`config.mk`:
```
export PLATFORM = sky130hd
export DESIGN_NAME = k_way_merge_by_position_core_flat
export DESIGN_NICKNAME = d
export VERILOG_FILES = /design/src/rtl/kwm_pkg.sv /design/src/rtl/kwm_req_if.sv /design/src/rtl/kwm_rsp_if.sv /design/src/rtl/kwm_cfg_if.sv /design/src/rtl/kwm_ctrl.sv /design/src/rtl/kwm_dpath.sv /design/src/rtl/k_way_merge_by_position_core.sv /design/src/flat_wrapper.sv
export SDC_FILE = /design/constraint.sdc
export NUM_CORES = 2
export LEC_CHECK = 0
export CORE_AREA = 3 3 605 607
export DETAILED_ROUTE_END_ITERATION = 16
export DIE_AREA = 0 0 608 610
export DONT_BUFFER_PORTS = 1
export PLACE_DENSITY_LB_ADDON = 0.15
export SYNTH_ARGS = -nofsm -noshare
export SYNTH_HDL_FRONTEND = slang
export SYNTH_HIERARCHICAL = 1
export SYNTH_SLANG_ARGS = --single-unit
```
`constraint.sdc`:
```
create_clock -name clk -period 17.55 [get_ports clk]
set_input_delay 1.755 -clock clk [delete_from_list [all_inputs] [get_ports clk]]
set_output_delay 1.755 -clock clk [all_outputs]
set_load 0.05 [all_outputs]
```
`src/rtl/kwm_pkg.sv`:
```
// ----------------------------------------------------------------------------
// kwm_pkg: shared types and constants of the k-way merge by position block
// Widths, status and operation codes, heap entry type, heap order and the
// command and status groups passed between controller and datapath.
// ----------------------------------------------------------------------------
package kwm_pkg;

  localparam int MAX_STREAMS = 16;
  localparam int IDX_W       = $clog2(MAX_STREAMS);
  localparam int CNT_W       = IDX_W + 1;
  localparam int WORD_W      = 32;
  localparam int KEY_W       = 2 * WORD_W;
  localparam int CFG_IDX_W   = 1;

  // Configuration register indexes.
  localparam logic [CFG_IDX_W-1:0] REG_STREAM_COUNT = 1'd0;
  localparam logic [CFG_IDX_W-1:0] REG_REF_COUNT    = 1'd1;

  // Configuration reset values.
  localparam logic [CNT_W-1:0]  STREAM_COUNT_RST = CNT_W'(2);
  localparam logic [WORD_W-1:0] REF_COUNT_RST    = WORD_W'(1);

  // Input operation codes.
  localparam logic OP_LOAD   = 1'b0;
  localparam logic OP_REFILL = 1'b1;

  // Result status codes.
  localparam logic [1:0] ST_EMIT    = 2'd0;
  localparam logic [1:0] ST_DONE    = 2'd1;
  localparam logic [1:0] ST_CORRUPT = 2'd2;

  // One heap slot: an invalid slot stands for an exhausted stream.
  typedef struct packed {
    logic              valid;
    logic [KEY_W-1:0]  key;
    logic [IDX_W-1:0]  src;
    logic [WORD_W-1:0] pay;
  } heap_ent_t;

  // Commands from the controller to the datapath.
  typedef struct packed {
    logic       in_ready;
    logic       load_write;
    logic       latch_size;
    logic       x_refill;
    logic       rd_build;
    logic       x_from_rd;
    logic       rd_children;
    logic       write_x;
    logic       cmp_step;
    logic       b_dec;
    logic       rd_root;
    logic       set_root_src;
    logic       set_fault;
    logic       out_load;
    logic [1:0] out_kind;
  } kwm_cmd_t;

  // Status from the datapath to the controller.
  typedef struct packed {
    logic in_valid;
    logic op;
    logic exh;
    logic st_ok;
    logic all_loaded;
    logic corrupt;
    logic small_heap;
    logic has_left;
    logic child_wins;
    logic build_last;
    logic root_valid;
    logic out_free;
  } kwm_stat_t;

  // Strict heap order: valid before invalid, then key, then source stream.
  function automatic logic slot_less(heap_ent_t a, heap_ent_t b);
    logic r;
    if (a.valid != b.valid) begin
      r = a.valid;
    end else if (a.valid && (a.key != b.key)) begin
      r = a.key < b.key;
    end else begin
      r = a.src < b.src;
    end
    return r;
  endfunction

endpackage

```
`src/rtl/kwm_req_if.sv`:
```
// ----------------------------------------------------------------------------
// kwm_req_if: input item channel
// Valid/ready channel carrying one load or refill item.
// ----------------------------------------------------------------------------
interface kwm_req_if;
  import kwm_pkg::*;

  logic              valid;
  logic              ready;
  logic              operation;
  logic [IDX_W-1:0]  stream;
  logic              exhausted;
  logic [WORD_W-1:0] seq_id;
  logic [WORD_W-1:0] position;
  logic [WORD_W-1:0] record_tag;

  modport source (
    output valid, operation, stream, exhausted, seq_id, position, record_tag,
    input  ready
  );

  modport sink (
    input  valid, operation, stream, exhausted, seq_id, position, record_tag,
    output ready
  );
endinterface

```
`src/rtl/kwm_rsp_if.sv`:
```
// ----------------------------------------------------------------------------
// kwm_rsp_if: result item channel
// Valid/ready channel carrying one merge result.
// ----------------------------------------------------------------------------
interface kwm_rsp_if;
  import kwm_pkg::*;

  logic              valid;
  logic              ready;
  logic [1:0]        status;
  logic [WORD_W-1:0] out_seq_id;
  logic [WORD_W-1:0] out_position;
  logic [WORD_W-1:0] out_tag;
  logic [IDX_W-1:0]  refill_stream;

  modport source (
    output valid, status, out_seq_id, out_position, out_tag, refill_stream,
    input  ready
  );

  modport sink (
    input  valid, status, out_seq_id, out_position, out_tag, refill_stream,
    output ready
  );
endinterface

```
`src/rtl/kwm_cfg_if.sv`:
```
// ----------------------------------------------------------------------------
// kwm_cfg_if: configuration write channel
// Valid/ready channel carrying a register index and write data.
// ----------------------------------------------------------------------------
interface kwm_cfg_if;
  import kwm_pkg::*;

  logic                 valid;
  logic                 ready;
  logic [CFG_IDX_W-1:0] index;
  logic [WORD_W-1:0]    data;

  modport source (output valid, index, data, input ready);
  modport sink   (input valid, index, data, output ready);
endinterface

```
`src/rtl/kwm_ctrl.sv`:
```
// ----------------------------------------------------------------------------
// kwm_ctrl: merge controller
// Sequences item decode, heap build, sift-down steps, root emit and result
// hand-off, and keeps the merge phase.
// ----------------------------------------------------------------------------
module kwm_ctrl (
  input  logic              clk,
  input  logic              rst,
  input  kwm_pkg::kwm_stat_t stat,
  output kwm_pkg::kwm_cmd_t  cmd
);
  import kwm_pkg::*;

  // Merge phases.
  localparam logic [1:0] PH_LOADING = 2'd0;
  localparam logic [1:0] PH_MERGING = 2'd1;
  localparam logic [1:0] PH_DONE    = 2'd2;
  localparam logic [1:0] PH_ERROR   = 2'd3;

  // Controller states.
  localparam logic [3:0] S_IDLE     = 4'd0;
  localparam logic [3:0] S_DECODE   = 4'd1;
  localparam logic [3:0] S_BUILD_RD = 4'd2;
  localparam logic [3:0] S_BUILD_LD = 4'd3;
  localparam logic [3:0] S_SIFT_RD  = 4'd4;
  localparam logic [3:0] S_SIFT_CMP = 4'd5;
  localparam logic [3:0] S_SIFT_END = 4'd6;
  localparam logic [3:0] S_EMIT_RD  = 4'd7;
  localparam logic [3:0] S_EMIT     = 4'd8;
  localparam logic [3:0] S_FIN      = 4'd9;

  logic [3:0] state, state_next;
  logic [1:0] phase, phase_next;
  logic [1:0] kind, kind_next;
  logic       building, building_next;

  // Control registers.
  always_ff @(posedge clk) begin
    if (rst) begin
      state    <= S_IDLE;
      phase    <= PH_LOADING;
      kind     <= ST_EMIT;
      building <= 1'b0;
    end else begin
      state    <= state_next;
      phase    <= phase_next;
      kind     <= kind_next;
      building <= building_next;
    end
  end

  // Next state and commands.
  always_comb begin
    state_next    = state;
    phase_next    = phase;
    kind_next     = kind;
    building_next = building;
    cmd           = '0;
    cmd.out_kind  = kind;
    case (state)
      S_IDLE: begin
        cmd.in_ready = 1'b1;
        if (stat.in_valid) state_next = S_DECODE;
      end
      S_DECODE: begin
        case (phase)
          PH_DONE: begin
            kind_next  = ST_DONE;
            state_next = S_FIN;
          end
          PH_ERROR: begin
            kind_next  = ST_CORRUPT;
            state_next = S_FIN;
          end
          PH_LOADING: begin
            if ((stat.op != OP_LOAD) || !stat.st_ok) begin
              state_next = S_IDLE;
            end else begin
              cmd.load_write = 1'b1;
              if (stat.all_loaded) begin
                cmd.latch_size = 1'b1;
                phase_next     = PH_MERGING;
                if (stat.small_heap) begin
                  state_next = S_EMIT_RD;
                end else begin
                  building_next = 1'b1;
                  state_next    = S_BUILD_RD;
                end
              end else begin
                state_next = S_IDLE;
              end
            end
          end
          default: begin
            // Merging: only a refill does anything.
            if (stat.op != OP_REFILL) begin
              state_next = S_IDLE;
            end else if (!stat.exh && stat.corrupt) begin
              cmd.set_fault = 1'b1;
              phase_next    = PH_ERROR;
              kind_next     = ST_CORRUPT;
              state_next    = S_FIN;
            end else begin
              cmd.x_refill = 1'b1;
              state_next   = S_SIFT_RD;
            end
          end
        endcase
      end
      S_BUILD_RD: begin
        cmd.rd_build = 1'b1;
        state_next   = S_BUILD_LD;
      end
      S_BUILD_LD: begin
        cmd.x_from_rd = 1'b1;
        state_next    = S_SIFT_RD;
      end
      S_SIFT_RD: begin
        if (stat.has_left) begin
          cmd.rd_children = 1'b1;
          state_next      = S_SIFT_CMP;
        end else begin
          cmd.write_x = 1'b1;
          state_next  = S_SIFT_END;
        end
      end
      S_SIFT_CMP: begin
        cmd.cmp_step = 1'b1;
        state_next   = stat.child_wins ? S_SIFT_RD : S_SIFT_END;
      end
      S_SIFT_END: begin
        if (building && !stat.build_last) begin
          cmd.b_dec  = 1'b1;
          state_next = S_BUILD_RD;
        end else begin
          building_next = 1'b0;
          state_next    = S_EMIT_RD;
        end
      end
      S_EMIT_RD: begin
        cmd.rd_root = 1'b1;
        state_next  = S_EMIT;
      end
      S_EMIT: begin
        cmd.set_root_src = 1'b1;
        if (stat.root_valid) begin
          kind_next = ST_EMIT;
        end else begin
          kind_next  = ST_DONE;
          phase_next = PH_DONE;
        end
        state_next = S_FIN;
      end
      S_FIN: begin
        if (stat.out_free) begin
          cmd.out_load = 1'b1;
          state_next   = S_IDLE;
        end
      end
      default: begin
        state_next = S_IDLE;
      end
    endcase
  end

endmodule

```
`src/rtl/kwm_dpath.sv`:
```
// ----------------------------------------------------------------------------
// kwm_dpath: merge datapath
// Holds configuration, the captured item, the heap memory, the sifting
// element, loaded flags and the result register.
// ----------------------------------------------------------------------------
module kwm_dpath (
  input  logic               clk,
  input  logic               rst,
  kwm_req_if.sink            req,
  kwm_rsp_if.source          rsp,
  kwm_cfg_if.sink            cfg,
  input  kwm_pkg::kwm_cmd_t  cmd,
  output kwm_pkg::kwm_stat_t stat
);
  import kwm_pkg::*;

  logic [CNT_W-1:0]  stream_count;
  logic [WORD_W-1:0] ref_count;

  logic              cap_op;
  logic [IDX_W-1:0]  cap_stream;
  logic              cap_exh;
  logic [WORD_W-1:0] cap_seq;
  logic [WORD_W-1:0] cap_pos;
  logic [WORD_W-1:0] cap_tag;

  heap_ent_t         mem [MAX_STREAMS];
  heap_ent_t         rd_a, rd_b;
  heap_ent_t         x;
  logic [IDX_W-1:0]  idx;
  logic [IDX_W-1:0]  b_idx;
  logic [CNT_W-1:0]  heap_size;
  logic [IDX_W-1:0]  root_src;
  logic [IDX_W-1:0]  fault_src;
  logic [MAX_STREAMS-1:0] loaded;

  logic              out_valid;
  logic [1:0]        out_status;
  logic [WORD_W-1:0] out_seq;
  logic [WORD_W-1:0] out_pos;
  logic [WORD_W-1:0] out_tag;
  logic [IDX_W-1:0]  out_src;

  logic [CNT_W-1:0]  n_eff;
  logic              all_loaded;
  logic [IDX_W+1:0]  l_pos, r_pos, size_ext;
  logic              has_right;
  logic              pick_l, pick_r, r_beats;
  heap_ent_t         winner;
  logic              we;
  logic [IDX_W-1:0]  waddr;
  heap_ent_t         wdata;
  logic              re_a;
  logic [IDX_W-1:0]  addr_a;

  // Configuration writes; the port never stalls.
  assign cfg.ready = 1'b1;

  always_ff @(posedge clk) begin
    if (rst) begin
      stream_count <= STREAM_COUNT_RST;
      ref_count    <= REF_COUNT_RST;
    end else if (cfg.valid) begin
      case (cfg.index)
        REG_STREAM_COUNT: stream_count <= cfg.data[CNT_W-1:0];
        REG_REF_COUNT:    ref_count    <= cfg.data;
        default: ;
      endcase
    end
  end

  // Effective stream count: zero acts as one, large values saturate.
  always_comb begin
    if (stream_count == '0) begin
      n_eff = CNT_W'(1);
    end else if (stream_count > CNT_W'(MAX_STREAMS)) begin
      n_eff = CNT_W'(MAX_STREAMS);
    end else begin
      n_eff = stream_count;
    end
  end

  // Input capture on each transfer.
  assign req.ready = cmd.in_ready;

  always_ff @(posedge clk) begin
    if (cmd.in_ready && req.valid) begin
      cap_op     <= req.operation;
      cap_stream <= req.stream;
      cap_exh    <= req.exhausted;
      cap_seq    <= req.seq_id;
      cap_pos    <= req.position;
      cap_tag    <= req.record_tag;
    end
  end

  // Loaded flags, counting the stream being loaded now.
  always_ff @(posedge clk) begin
    if (rst) begin
      loaded <= '0;
    end else if (cmd.load_write) begin
      loaded[cap_stream] <= 1'b1;
    end
  end

  always_comb begin
    all_loaded = 1'b1;
    for (int i = 0; i < MAX_STREAMS; i++) begin
      if ((CNT_W'(i) < n_eff) && !loaded[i] && (cap_stream != IDX_W'(i))) begin
        all_loaded = 1'b0;
      end
    end
  end

  // Child positions of the current sift index.
  assign l_pos     = {1'b0, idx, 1'b1};
  assign r_pos     = l_pos + 1'b1;
  assign size_ext  = {1'b0, heap_size};
  assign has_right = r_pos < size_ext;

  // Three-way minimum of sifting element and children, compared in parallel.
  assign pick_l  = slot_less(rd_a, x);
  assign r_beats = pick_l ? slot_less(rd_b, rd_a) : slot_less(rd_b, x);
  assign pick_r  = has_right && r_beats;
  assign winner  = pick_r ? rd_b : (pick_l ? rd_a : x);

  // Heap memory write port.
  always_comb begin
    we    = 1'b0;
    waddr = idx;
    wdata = x;
    if (cmd.load_write) begin
      we    = 1'b1;
      waddr = cap_stream;
      wdata = '{valid: !cap_exh, key: {cap_seq, cap_pos}, src: cap_stream, pay: cap_tag};
    end else if (cmd.write_x) begin
      we = 1'b1;
    end else if (cmd.cmp_step) begin
      we    = 1'b1;
      wdata = winner;
    end
  end

  // Heap memory read port A address.
  always_comb begin
    re_a   = cmd.rd_build || cmd.rd_children || cmd.rd_root;
    addr_a = '0;
    if (cmd.rd_build) begin
      addr_a = b_idx;
    end else if (cmd.rd_children) begin
      addr_a = l_pos[IDX_W-1:0];
    end
  end

  // Heap memory with registered reads.
  always_ff @(posedge clk) begin
    if (we) mem[waddr] <= wdata;
    if (re_a) rd_a <= mem[addr_a];
    if (cmd.rd_children) rd_b <= mem[r_pos[IDX_W-1:0]];
  end

  // Sifting element, sift index and build index.
  always_ff @(posedge clk) begin
    if (cmd.latch_size) begin
      heap_size <= n_eff;
      b_idx     <= n_eff[CNT_W-1:1] - 1'b1;
    end else if (cmd.b_dec) begin
      b_idx <= b_idx - 1'b1;
    end
    if (cmd.x_refill) begin
      x   <= '{valid: !cap_exh, key: {cap_seq, cap_pos}, src: root_src, pay: cap_tag};
      idx <= '0;
    end else if (cmd.x_from_rd) begin
      x   <= rd_a;
      idx <= b_idx;
    end else if (cmd.cmp_step && (pick_l || pick_r)) begin
      idx <= pick_r ? r_pos[IDX_W-1:0] : l_pos[IDX_W-1:0];
    end
    if (cmd.set_root_src) root_src  <= rd_a.src;
    if (cmd.set_fault)    fault_src <= root_src;
  end

  // Result register.
  always_ff @(posedge clk) begin
    if (rst) begin
      out_valid <= 1'b0;
    end else if (cmd.out_load) begin
      out_valid <= 1'b1;
    end else if (rsp.ready) begin
      out_valid <= 1'b0;
    end
  end

  always_ff @(posedge clk) begin
    if (cmd.out_load) begin
      out_status <= cmd.out_kind;
      out_seq    <= '0;
      out_pos    <= '0;
      out_tag    <= '0;
      out_src    <= '0;
      case (cmd.out_kind)
        ST_EMIT: begin
          out_seq <= rd_a.key[KEY_W-1:WORD_W];
          out_pos <= rd_a.key[WORD_W-1:0];
          out_tag <= rd_a.pay;
          out_src <= rd_a.src;
        end
        ST_CORRUPT: out_src <= fault_src;
        default: ;
      endcase
    end
  end

  assign rsp.valid         = out_valid;
  assign rsp.status        = out_status;
  assign rsp.out_seq_id    = out_seq;
  assign rsp.out_position  = out_pos;
  assign rsp.out_tag       = out_tag;
  assign rsp.refill_stream = out_src;

  // Status toward the controller.
  always_comb begin
    stat            = '0;
    stat.in_valid   = req.valid;
    stat.op         = cap_op;
    stat.exh        = cap_exh;
    stat.st_ok      = {1'b0, cap_stream} < n_eff;
    stat.all_loaded = all_loaded;
    stat.corrupt    = cap_seq >= ref_count;
    stat.small_heap = n_eff < CNT_W'(2);
    stat.has_left   = l_pos < size_ext;
    stat.child_wins = pick_l || pick_r;
    stat.build_last = b_idx == '0;
    stat.root_valid = rd_a.valid;
    stat.out_free   = !out_valid || rsp.ready;
  end

endmodule

```
`src/rtl/k_way_merge_by_position_core.sv`:
```
// One item at a time; a load that completes nothing passes through decode and frees the input
// again on the return to idle. After decode, a refill sifts down from the root, each heap level
// a child read from the registered heap memory and a compare, then the root read and hand-off.
// The last load builds the heap: n/2 sift-downs, from the last parent index down to the root.
// Synchronous reset returns to the loading phase, clears loaded flags and the result valid
// flag and restores configuration defaults; the heap memory is not cleared.
// ----------------------------------------------------------------------------
// k_way_merge_by_position_core: k-way merge of position-sorted streams
// Min-heap merge of stream heads keyed by sequence id and position, with a
// controller sequencing a datapath that holds the heap memory.
// ----------------------------------------------------------------------------
module k_way_merge_by_position_core (
  input  logic      clk,
  input  logic      rst,
  kwm_req_if.sink   req,
  kwm_rsp_if.source rsp,
  kwm_cfg_if.sink   cfg
);
  import kwm_pkg::*;

  kwm_cmd_t  cmd;
  kwm_stat_t stat;

  // Sequencer.
  kwm_ctrl u_ctrl (
    .clk  (clk),
    .rst  (rst),
    .stat (stat),
    .cmd  (cmd)
  );

  // Heap storage, compare and result logic.
  kwm_dpath u_dpath (
    .clk  (clk),
    .rst  (rst),
    .req  (req),
    .rsp  (rsp),
    .cfg  (cfg),
    .cmd  (cmd),
    .stat (stat)
  );

endmodule
```
`src/flat_wrapper.sv`:
```
// flat-port wrapper written by rule: the top's interface ports become plain ports
module k_way_merge_by_position_core_flat import kwm_pkg::*;
  (clk, rst, req_valid, req_operation, req_stream, req_exhausted, req_seq_id, req_position, req_record_tag, req_ready, rsp_valid, rsp_status, rsp_out_seq_id, rsp_out_position, rsp_out_tag, rsp_refill_stream, rsp_ready, cfg_valid, cfg_index, cfg_data, cfg_ready);
  kwm_req_if req_i ();
  kwm_rsp_if rsp_i ();
  kwm_cfg_if cfg_i ();
  input  logic clk;
  input  logic rst;
  input wire logic [$bits(req_i.valid)-1:0] req_valid;
  input wire logic [$bits(req_i.operation)-1:0] req_operation;
  input wire logic [$bits(req_i.stream)-1:0] req_stream;
  input wire logic [$bits(req_i.exhausted)-1:0] req_exhausted;
  input wire logic [$bits(req_i.seq_id)-1:0] req_seq_id;
  input wire logic [$bits(req_i.position)-1:0] req_position;
  input wire logic [$bits(req_i.record_tag)-1:0] req_record_tag;
  output wire logic [$bits(req_i.ready)-1:0] req_ready;
  output wire logic [$bits(rsp_i.valid)-1:0] rsp_valid;
  output wire logic [$bits(rsp_i.status)-1:0] rsp_status;
  output wire logic [$bits(rsp_i.out_seq_id)-1:0] rsp_out_seq_id;
  output wire logic [$bits(rsp_i.out_position)-1:0] rsp_out_position;
  output wire logic [$bits(rsp_i.out_tag)-1:0] rsp_out_tag;
  output wire logic [$bits(rsp_i.refill_stream)-1:0] rsp_refill_stream;
  input wire logic [$bits(rsp_i.ready)-1:0] rsp_ready;
  input wire logic [$bits(cfg_i.valid)-1:0] cfg_valid;
  input wire logic [$bits(cfg_i.index)-1:0] cfg_index;
  input wire logic [$bits(cfg_i.data)-1:0] cfg_data;
  output wire logic [$bits(cfg_i.ready)-1:0] cfg_ready;
  assign req_i.valid = req_valid;
  assign req_i.operation = req_operation;
  assign req_i.stream = req_stream;
  assign req_i.exhausted = req_exhausted;
  assign req_i.seq_id = req_seq_id;
  assign req_i.position = req_position;
  assign req_i.record_tag = req_record_tag;
  assign req_ready = req_i.ready;
  assign rsp_valid = rsp_i.valid;
  assign rsp_status = rsp_i.status;
  assign rsp_out_seq_id = rsp_i.out_seq_id;
  assign rsp_out_position = rsp_i.out_position;
  assign rsp_out_tag = rsp_i.out_tag;
  assign rsp_refill_stream = rsp_i.refill_stream;
  assign rsp_i.ready = rsp_ready;
  assign cfg_i.valid = cfg_valid;
  assign cfg_i.index = cfg_index;
  assign cfg_i.data = cfg_data;
  assign cfg_ready = cfg_i.ready;
  k_way_merge_by_position_core u_core (.clk(clk), .rst(rst), .req(req_i), .rsp(rsp_i), .cfg(cfg_i));
endmodule
```
==> results.txt <==
crit path DAT = 7.99 ns
grt total ovfl = 0
Layout Skew = 0.07117 ns
Clk network pwr share = 0.428
Post-synth EDFFs = 2140
Setup crit start kind = flip-flop
CTS resizes = 0
TNS Setup = 0 ns
register share of total power = 0.448
hold path startpoint = u_core/u_dpath/root_src[0]
first-pass GRT wire length = 475500 um
Die W = 608 um
Vias = 55540
CTS max path bufs = 4
P_leak = 0.03546 uW
Iter 0 DRT Violations = 5702
CP Class = flip-flop to flip-flop
r2r startpoint = u_core/u_dpath/idx[0]
core area = 0.3617 mm^2
Mapped Cells = 5669
RSZ-0062 raised after global routing = no
sw power = 3371 uW
Slew headroom = 0.1026
CTS tree = done
final hold vios = 0
Net Sw Frac = 0.2513
die area = 0.3709 mm^2
prevailing post-synth register cell = edfxtp_1
Setup Buffers After CTS = 0
area delta synth->final = 15.88%
clk_lat worst skew = 0.91 ns
reported max-cap violation count = 0
Final period util = 0.4234
H-tree levels = 5
Crit Reg-Reg Endpoint = u_core/u_dpath/rd_a[5]
I/O pin count = 245
DR WL/cell = 31.57 um
CTS buffer count = 271
post-synth top area cell = edfxtp_1
WP data required = 18.11 ns
Layout Nets = 6164
fraction of registers with async set/reset = 0
Worst Reg-to-Reg Cells = 17
Slew Viols, Final = 0
Post-DP Area = 0.1037 mm^2
layout cells sized above 1 = 0.2290
largest net degree at the start of global routing = 143
Starting Density = 0.2688
row count = 221
RD Place Congestion = 0.8084
mapped cell area = 0.09721 mm^2
DPL Wire Length = 193900 um
Post-CTS Hold Buffers = 0
fin crit period = 7.431 ns
crit path from = u_core/u_dpath/idx[0]
Die Ht = 610 um
Peak VDD IR = 161.4 uV
Hold Path Class = flip-flop to flip-flop
initial antenna violation count = 27
Via density = 5.151
syn_nets = 6061
status = completed
Total Routing Usage GR = 0.1795
most numerous cell in the Yosys netlist = edfxtp_1
library cells used by synthesis = 82
port bufs = 0
cell-internal power = 10040 uW
Residual DRC = 0
vias in the first global route = 57630
Synth area leaders = edfxtp_1, mux4_2, ha_1
Final setup viols = 0
root buf cell = clkbuf_16
Pwr Density = 119.1 mW/mm^2
Min Hold Slack = 0.4513 ns
Post-Syn Area per Cell = 17.15 um^2
Clock Sinks = 2207
achievable frequency = 134.6 MHz
drt pass-1 iters = 9
FF+latch count, synth = 2207
combinational share of power = 0.124
Slew @ Worst Pin = 1.334 ns
clk slew on worst S/H paths = 0.06 ns
FF-to-FF setup slack = 10.12 ns
Critical Path Sink = u_core/u_dpath/rd_a[5]
Commonest cells post-synth = edfxtp_1, mux4_2, nand2_1, inv_1, ha_1
top cell type's share of synthesized area = 0.6611
Crit. End Element = flip-flop
Seq/Total Area, Yosys = 0.6749
Ys Warns = 6
Routed WL = 340400 um
final instance area = 0.1126 mm^2
worst-path fanout max = 81
Routed Antenna Nets = 0
## worst max-delay path, cell delays in order, from the launching register on
cell and delay (ns):
dfxtp_4 0.55, inv_1 0.29, ha_1 0.18, nor2b_1 0.05, o21ai_0 0.16, nand2b_1 0.08
a21oi_1 0.32, and3_4 0.65, buf_12 0.67, nand2_1 0.23, o21ai_4 0.53, buf_4 0.86
buf_4 0.72, buf_4 0.73, mux4_2 0.40, and2_1 0.17, a211oi_1 0.25, a31oi_1 0.07
## stage by stage
| stage | std cells | total power, uW | util | worst slack, ns |
|---|---|---|---|---|
| 6_report | 10780 | 13410 | 0.3115 | 10.12 |
| 5_1_grt | 10780 | 13890 | 0.3114 | 9.729 |
| 4_1_cts | 10780 | 13610 | 0.3114 | 10.05 |
| 3_5_place_dp | 10290 | 7792 | 0.2866 | 10.03 |
| 3_3_place_gp | 10290 | 7805 | 0.2866 | 10.05 |
| 2_1_floorplan | 5669 | 7155 | - | 10.16 |
## power groups by stage
stage | registers, uW | logic (uW) | clock network, uW
after detailed placement | 6120 | 1670 | 0
after CTS | 6010 | 1680 | 5920
after global placement | 6120 | 1680 | 0
final | 6010 | 1660 | 5740
after floorplan | 6060 | 1100 | 0
after global routing | 6010 | 1760 | 6120
## sequential cells by signal, indices dropped and copies added (netlist names), 100 cells and up
register,cells
u_core/u_dpath/mem,1616
u_core/u_dpath/x,101
u_core/u_dpath/rd_a,100
u_core/u_dpath/rd_b,101
## layer usage
metal  GRT usage  wire length [um]
met2      0.2907            159900
met5           0                 0
met1      0.2527            153700
met3     0.02543             17830
met4     0.04609              8885
## cell families after synthesis
kind of cell | after synthesis | synth area share
adders and majority gates | 252 | 0.03244
muxes | 786 | 0.1607
other | 1 | 0.00003858
xor gates and xnor gates | 5 | 0.0004506
and+or+nand+nor | 1031 | 0.05122
DFF | 2207 | 0.6749
AOI/OAI and AO/OA | 774 | 0.05508
buffers and inverters | 613 | 0.02523
## cells in the final DEF, fill, tap and decap left out, types with 7 or more instances in the layout
| cell | instances |
|---|---|
| nor2b_1 | 21 |
| dfxtp_1 | 64 |
| mux2i_1 | 45 |
| edfxtp_1 | 2140 |
| o21bai_1 | 65 |
| a222oi_1 | 64 |
| clkbuf_1 | 49 |
| clkinv_8 | 10 |
| nand2_1 | 412 |
| and2_1 | 137 |
| ha_1 | 251 |
| o21ai_1 | 8 |
| nand3_1 | 34 |
| clkinv_2 | 34 |
| a21oi_1 | 165 |
| clkinv_1 | 53 |
| mux2_2 | 134 |
| a21o_1 | 30 |
| a31oi_1 | 112 |
| nor2_1 | 94 |
| inv_6 | 9 |
| a221oi_1 | 12 |
| o221a_1 | 30 |
| a211oi_1 | 111 |
| clkbuf_16 | 277 |
| buf_12 | 17 |
| nor4_1 | 8 |
| nand2b_1 | 23 |
| o21ai_0 | 108 |
| nor3_1 | 182 |
| inv_1 | 258 |
| bufinv_16 | 34 |
| nor2_4 | 19 |
| o31ai_1 | 7 |
| nand4_1 | 48 |
| buf_4 | 166 |
| mux4_2 | 606 |
## final cells by class
class / count / area (um^2)
fillers: 35240 / 249000
flip-flops and latches: 2207 / 65610
multi-input cells: 2849 / 29470
clock buffers: 329 / 7157
well taps: 4794 / 5998
clock inverters: 155 / 1822
repair buffers: 184 / 1598
inverters: 259 / 972.2
diodes: 5 / 12.51
## how the worst min path moves through the flow
stage,to,depth (start not counted)
2_1_floorplan,u_core/u_dpath/fault_src[0],0
3_3_place_gp,u_core/u_dpath/fault_src[2],0
3_5_place_dp,u_core/u_dpath/fault_src[0],0
4_1_cts,u_core/u_dpath/ref_count[7],2
5_1_grt,u_core/u_dpath/fault_src[2],0
6_report,u_core/u_dpath/fault_src[0],0
(Power assumes the default switching activity.)
